**src/hw/rtl/wcss_div.sv**
```systemverilog
// ----------------------------------------------------------------------------
// wcss_div
// Pipelined restoring divider, one quotient bit per stage, Q_W stages.
// Requires i_num < i_den * 2**Q_W.
// ----------------------------------------------------------------------------
module wcss_div #(
    parameter int NUM_W = 20,
    parameter int DEN_W = 16,
    parameter int Q_W   = 32
) (
    input  logic             i_clk,
    input  logic             i_en,
    input  logic [NUM_W-1:0] i_num,
    input  logic [DEN_W-1:0] i_den,
    output logic [Q_W-1:0]   o_quo,
    output logic             o_rem_nz
);

    localparam int EXT_W = Q_W + DEN_W;

    logic [EXT_W-1:0] w_ext;
    logic [DEN_W-1:0] r_rem [Q_W];
    logic [Q_W-1:0]   r_low [Q_W];
    logic [Q_W-1:0]   r_quo [Q_W];
    logic [DEN_W-1:0] r_den [Q_W];

    assign w_ext = EXT_W'(i_num);

    for (genvar k = 0; k < Q_W; k++) begin : g_stage
        logic [DEN_W-1:0] w_prem;
        logic [Q_W-1:0]   w_plow;
        logic [Q_W-1:0]   w_pquo;
        logic [DEN_W-1:0] w_pden;
        logic [DEN_W:0]   w_trial;
        logic [DEN_W:0]   w_diff;
        logic             w_bit;

        if (k == 0) begin : g_first
            assign w_prem = w_ext[EXT_W-1:Q_W];
            assign w_plow = w_ext[Q_W-1:0];
            assign w_pquo = '0;
            assign w_pden = i_den;
        end else begin : g_next
            assign w_prem = r_rem[k-1];
            assign w_plow = r_low[k-1];
            assign w_pquo = r_quo[k-1];
            assign w_pden = r_den[k-1];
        end

        always_comb begin
            w_trial = {w_prem, w_plow[Q_W-1]};
            w_diff  = w_trial - {1'b0, w_pden};
            w_bit   = (w_trial >= {1'b0, w_pden});
        end

        always_ff @(posedge i_clk) begin
            if (i_en) begin
                r_rem[k] <= w_bit ? w_diff[DEN_W-1:0] : w_trial[DEN_W-1:0];
                r_low[k] <= w_plow << 1;
                r_quo[k] <= {w_pquo[Q_W-2:0], w_bit};
                r_den[k] <= w_pden;
            end
        end
    end

    assign o_quo    = r_quo[Q_W-1];
    assign o_rem_nz = |r_rem[Q_W-1];

endmodule

```
**config.mk**
```make
export PLATFORM = sky130hd
export DESIGN_NAME = wcss_div
export DESIGN_NICKNAME = d
export VERILOG_FILES = /design/src/hw/rtl/wcss_div.sv
export SDC_FILE = /design/constraint.sdc
export NUM_CORES = 2
export LEC_CHECK = 0
export BUFFER_PORTS_ARGS = -buffer_cell sky130_fd_sc_hd__buf_2
export CAP_MARGIN = 5
export CORE_MARGIN = 4
export CORE_UTILIZATION = 40
export DETAILED_ROUTE_END_ITERATION = 8
export PLACE_DENSITY = 0.65
export SLEW_MARGIN = 15
export SYNTH_ARGS = -nofsm -noshare
export SYNTH_HDL_FRONTEND = slang
export SYNTH_SLANG_ARGS = --single-unit
```
**constraint.sdc**
```tcl
create_clock -name i_clk -period 3.8 [get_ports i_clk]
set_clock_uncertainty 0.2 [all_clocks]
set_input_delay 0.38 -clock i_clk [delete_from_list [all_inputs] [get_ports i_clk]]
set_output_delay 0.38 -clock i_clk [all_outputs]
set_load 0.02 [all_outputs]
```
== After elaboration in Yosys (flattened, before gate mapping) ==
Memories as Yosys holds them, arrays and structs flattened.
Cells that the tools add are included.

* Register bits: 0
* Memory bits (writable): 3,040
* Memories kept: 4
* Output and inout bits: 33
* Input bits: 38
* Logic and storage cells: 103

{| class="wikitable"
|+ Memories
! memory !! depth !! bits a word !! rd ports !! clocked after Yosys merged registers in !! wr ports !! line !! source
|-
| r_quo || 32 || 32 || 32 || 0 || 32 || 24 || <nowiki>logic [Q_W-1:0] r_quo [Q_W];</nowiki>
|-
| r_low || 32 || 31 || 31 || 0 || 32 || 23 || <nowiki>logic [Q_W-1:0] r_low [Q_W];</nowiki>
|-
| r_den || 32 || 16 || 31 || 0 || 32 || 25 || <nowiki>logic [DEN_W-1:0] r_den [Q_W];</nowiki>
|-
| r_rem || 32 || 16 || 32 || 0 || 32 || 22 || <nowiki>logic [DEN_W-1:0] r_rem [Q_W];</nowiki>
|}

* Mux-type cells: 34
* $add $sub $neg: 32
* Magnitude comparators: 32
* Reduce and logical (&&, ||, !) cells: 1

{| class="wikitable"
|+ Operators with widths
! operator !! number
|-
| 17-bit by 16-bit >= comparator with 1-bit output || 31
|-
| 16-bit 2-to-1 mux || 32
|-
| 16-bit subtractor || 31
|-
| 1-bit by 16-bit >= comparator with 1-bit output, first input constant || 1
|-
| 16-bit OR reduction || 1
|-
| 1-bit by 16-bit subtractor with 16-bit output, first input constant || 1
|-
| 1-bit 2-to-1 mux || 2
|}

== Longest topological paths before layout ==
An unclocked memory read counts as a cell.

* Depth in word-level cells: 3
* Gate-level depth with buffers: 13
* Mapped depth without buffers: 12

== Worst setup path after synthesis ==
Ideal clock, no wire load.

* Kind: register to register
* From: memory r_den[6][1] (netlist: r_den[0][97])
* To: memory r_rem[7][9] (netlist: r_rem[3][25]) (data pin)
* Required time: 3.340 ns
* Library setup time: 0.260 ns
* Data arrival time: 3.186 ns
* Period minus slack after synthesis: 3.646 ns
* Stages on the path, launching flop included: 13
* Setup slack: 0.154 ns
* Path buffers: 1
* Path through: edfxtp_1 > inv_1 > ha_1 > nor2b_1 > o31a_1 > o21a_1 > or4_4 > a31o_1 > a21oi_2 > a21oi_2 > nor4_4 > buf_6 > mux2_4

{| class="wikitable"
|+ RTL lines
! what !! line
|-
| start, declared || 25
|-
| end, declared || 22
|}

==> results.txt <==
The path class of the tightest hold or removal check is input port to flip-flop. The initial antenna violation count was 5. Summing the areas of all xor and xnor instances in the mapped netlist gives between 3 and 4% of the synthesized area. The final sum of negative setup slack came out at 0 ps. For this design the total switching power over the nets is about 0.025 W. Of the total synthesized cell area, the portion taken by AND, OR, NAND and NOR gates is under 10%. In this run the worst path has a maximum fanout of 24.

The final-stage net count is ~7100. In the routed design, unresolved DRC markers number 0. The count of state elements after synthesis came out at approximately 2000. The internal power of the cells totals roughly 0.054 W.

For this run, the detailed router's first-pass iteration total came to 7. The estimated wirelength of the detail-placed design is ~100000 µm. At the pin with the least slew margin, the transition time is 996 ps.

Summing the areas of all fa, ha and maj instances in the mapped netlist gives ~7.8% of the synthesized area. The latest clock arrival within the worst-skew pair is around 850 ps. The headroom to the max-slew limit came out at between 30% and 40%. Post-CTS timing repair inserted 0 buffers for setup. The portion of synthesized area spent on multiplexers is approximately 3.8%. The share of the synthesized area in the top cell type is 67.3%. By area the synthesized netlist is led by sky130_fd_sc_hd__edfxtp_1 (67%), sky130_fd_sc_hd__ha_1 (7.1%), sky130_fd_sc_hd__mux2_2 (3.3%), sky130_fd_sc_hd__inv_1 (2.7%), sky130_fd_sc_hd__xnor2_1 (2.0%). The CTS sink count is between 1500 and 2000.

The vertical die dimension came out at 476 µm. The clock-pin slew reported for the worst setup and hold paths after clock tree synthesis came out at 60 ps. The number of setup violations in the final report came out at 0.

The clock period minus final worst setup slack came out at 3630 ps. After synthesis, the largest family of logic cells by area is compound AO/OA/AOI/OAI gates. The mapped netlist covers approximately 88000 µm². Of the total power, combinational logic draws roughly a third. The number of buffers added by the clock tree synthesis step is 209.

The startpoint identified for the worst register-to-register timing path is r_den[0][193]$_DFFE_PP_. The number of buffers inserted by port buffering is 70. The worst endpoint data arrival time is 3990 ps. The first-iteration detailed-routing DRC count is slightly below 3000. Summing the areas of all compound-gate instances in the mapped netlist gives under 10% of the synthesized area.

TritonCTS built the clock tree. In the routed layout, each cell is associated on average with a via count of approximately 5.0. STA puts the critical path data required time at around 4200 ps. The count of endpoints failing hold in the final timing report came out at 0. By count the netlist is led by sky130_fd_sc_hd__edfxtp_1 (1966), sky130_fd_sc_hd__inv_1 (628), sky130_fd_sc_hd__ha_1 (497), sky130_fd_sc_hd__nor2_1 (353), sky130_fd_sc_hd__a21oi_1 (338). The run finished with clean final reports.

Setup repair after global routing left no endpoint under its margin. The startpoint-to-endpoint class of the critical path is flip-flop to flip-flop. The overall fraction of global-route tracks in use is a little over an eighth. The leakage power total is between 30 and 40 nW. The worst-case vdd ir drop came out at 0.000467 V.

The worst path uses a little over nine tenths of the clock period. The endpoint kind of the worst setup timing path is a flip-flop. The async set-reset flop share out of synthesis is 0%. The clock network accounts for between 20 and 30% of the total power.

The starting density of the core is around 40%. The overall overflow remaining after global route came out at 0. The die is between 400 and 500 µm wide.

The switching power share of the total is 31.6%. The floorplan step defined a die boundary enclosing between 200000 and 250000 µm². The number of synthesized flops with an enable pin is between 1500 and 2000.

The count of maximum capacitance violations is 0. The fmax is ~280 MHz. Entering global routing, the biggest net connects 105 pins. The area growth from synthesis to layout is 14.4%. The longest clock path from root to sink contains 3 buffers. The tree is rooted in a sky130_fd_sc_hd__clkbuf_16. The number of slew-limit violations in the final report came out at 0.

The worst setup path is launched from a flip-flop. The H-tree depth came out at 4. The most frequent cell after synthesis is sky130_fd_sc_hd__edfxtp_1. The vias after detailed routing is slightly below 50000. The number of distinct library cells after synthesis came out at 79. The final cell utilization of the core is a little under half. sky130_fd_sc_hd__edfxtp_1 takes more of the synthesized area than any other cell. For this design the ratio of total power to cell area is 793 nW/µm².

The prevailing post-synth register cell is sky130_fd_sc_hd__edfxtp_1. The mean area per synthesized cell is ~14 µm². The fill cell instance count of the final layout came out at between 15000 and 20000. In the final layout, the share of cells above drive strength 1 is 12.3%. The number of standard cells after synthesis came out at between 6000 and 7000. The startpoint identified for the worst hold timing path is i_num[14].

The first-pass GRT wire length came out at 246000 µm. The count of synthesis-stage warnings from yosys came out at 0. The global placer's final weighted congestion is between 0.8 and 0.9.

Per report_power, the sequential group accounts for about two fifths of the total. The placeable core region is 218000 µm². The number of ports placed on the die boundary came out at between 70 and 80. The number of global-route vias before repair was 48700. The sequential element share of the synthesized area is between 60% and 70%. The total wire length after detailed routing came out at around 150000 µm.

The worst setup path startpoint is r_den[0][193]$_DFFE_PP_. In the final routed layout, each cell accounts on average for approximately 16 µm. The count of nets left with antenna violations once routing finished came out at 0. The sum of internal, switching and leakage power is approximately 0.080 W. The number of rows created at floorplan is about 170.
registers in the layout, summed over array words and instances (netlist names):
| signal | count |
|---|---|
| r_rem | 512 |
| r_quo | 528 |
| r_low | 430 |
| r_den | 496 |
power by group through the flow:
stage | Sequential, W | Clock [W] | Combinational [W]
finish | 0.0320 | 0.0201 | 0.0276
global route | 0.0324 | 0.0218 | 0.0308
CTS | 0.0320 | 0.0208 | 0.0275
detailed placement | 0.0325 | 0 | 0.0273
global placement | 0.0324 | 0 | 0.0264
floorplan | 0.0315 | 0 | 0.0212
timing repair:
action | 4_1_cts | 5_1_grt
hold buffers | 59 | 0
setup endpoints to repair | 0 | 70
hold endpoints to repair | 89 | 0
gates resized for setup | 0 | 9
through the flow:
step / instance area, µm² / setup WS (ps) / instances / hold WS, ps
after CTS: 100000 / 109 / 9596 / 0.117
after floorplan: 87800 / 154 / 6160 / 200
after global routing: 100000 / 16.3 / 9599 / 26.5
after detailed placement: 92900 / 126 / 9146 / 205
final: 100000 / 166 / 9600 / 88.6
after global placement: 92900 / 107 / 9146 / 200
cell usage in the layout (no fill, tap or decap), types with 32 or more instances in the layout:
| cell type | synthesis | final |
|---|---|---|
| sky130_fd_sc_hd__a21oi_1 | 338 | 333 |
| sky130_fd_sc_hd__inv_1 | 628 | 628 |
| sky130_fd_sc_hd__edfxtp_1 | 1966 | 1966 |
| sky130_fd_sc_hd__o21a_1 | 81 | 81 |
| sky130_fd_sc_hd__nand2_1 | 290 | 289 |
| sky130_fd_sc_hd__nor3_1 | 102 | 102 |
| sky130_fd_sc_hd__nor2b_1 | 90 | 90 |
| sky130_fd_sc_hd__or3_1 | 32 | 32 |
| sky130_fd_sc_hd__xnor2_1 | 201 | 201 |
| sky130_fd_sc_hd__clkinv_1 | 0 | 50 |
| sky130_fd_sc_hd__mux2_2 | 255 | 255 |
| sky130_fd_sc_hd__o31ai_1 | 35 | 33 |
| sky130_fd_sc_hd__xor2_1 | 153 | 153 |
| sky130_fd_sc_hd__nand3_1 | 56 | 56 |
| sky130_fd_sc_hd__clkbuf_1 | 45 | 40 |
| sky130_fd_sc_hd__ha_1 | 497 | 497 |
| sky130_fd_sc_hd__o21ai_0 | 296 | 295 |
| sky130_fd_sc_hd__a21boi_0 | 42 | 41 |
| sky130_fd_sc_hd__clkbuf_16 | 0 | 209 |
| sky130_fd_sc_hd__dlygate4sd3_1 | 0 | 59 |
| sky130_fd_sc_hd__a21o_1 | 112 | 112 |
| sky130_fd_sc_hd__buf_2 | 10 | 69 |
| sky130_fd_sc_hd__nand4_1 | 68 | 68 |
| sky130_fd_sc_hd__buf_12 | 0 | 35 |
| sky130_fd_sc_hd__nand2b_1 | 43 | 43 |
| sky130_fd_sc_hd__buf_4 | 1 | 87 |
| sky130_fd_sc_hd__clkinv_2 | 0 | 42 |
| sky130_fd_sc_hd__mux2i_1 | 40 | 40 |
| sky130_fd_sc_hd__nor2_1 | 353 | 353 |
final timing paths:
kind / end / slack, ps / depth (start not counted)
hold / removal: r_low[0][14]$_DFFE_PP_ / 90 / 2
setup reg to reg: r_rem[6][23]$_DFFE_PP_ / 170 / 11
hold reg to reg: r_low[1][49]$_DFFE_PP_ / 170 / 0
setup / recovery: r_rem[6][23]$_DFFE_PP_ / 170 / 11
metal layers:
| metal | GRT usage [%] | wire, µm | vias up |
|---|---|---|---|
| met5 | 0 | 239 | - |
| met4 | 4.90 | 5260 | 2 |
| met3 | 2.41 | 5640 | 355 |
| met2 | 22.0 | 72800 | 874 |
| met1 | 16.8 | 66500 | 23300 |
| li1 | - | - | 23700 |
critical path, cell delays in order (launching register included):
cell and delay [ps]:
sky130_fd_sc_hd__edfxtp_1 440, sky130_fd_sc_hd__inv_1 100, sky130_fd_sc_hd__ha_1 240, sky130_fd_sc_hd__nor2b_1 150, sky130_fd_sc_hd__o31ai_1 370, sky130_fd_sc_hd__a21boi_0 320
sky130_fd_sc_hd__o211a_1 340, sky130_fd_sc_hd__a21o_1 190, sky130_fd_sc_hd__a21o_1 180, sky130_fd_sc_hd__a31oi_2 320, sky130_fd_sc_hd__buf_12 210, sky130_fd_sc_hd__mux2_2 340
area by class of cell:
cell class / instances / area (µm²) / share of cell area, %
antenna: 4 / 10.0 / 0.00997
clock buffer: 249 / 5380 / 5.36
clock inverter: 142 / 1540 / 1.53
inverter: 628 / 2360 / 2.35
multi-input combinational: 3507 / 26200 / 26.1
sequential: 1966 / 59000 / 58.8
tap: 2854 / 3570 / 3.56
timing repair buffer: 250 / 2290 / 2.28
kinds of logic (layout without fill, tap and decap cells):
logic type | count (synthesis) | count (layout)
fa+ha+maj | 528 | 528
other cells | 1 | 11
simple gates | 1154 | 1154
flops | 1966 | 1966
mux | 301 | 301
buf+inv | 687 | 1269
compound gates | 1163 | 1163
xor+xnor | 354 | 354
(Power assumes the default switching activity.)
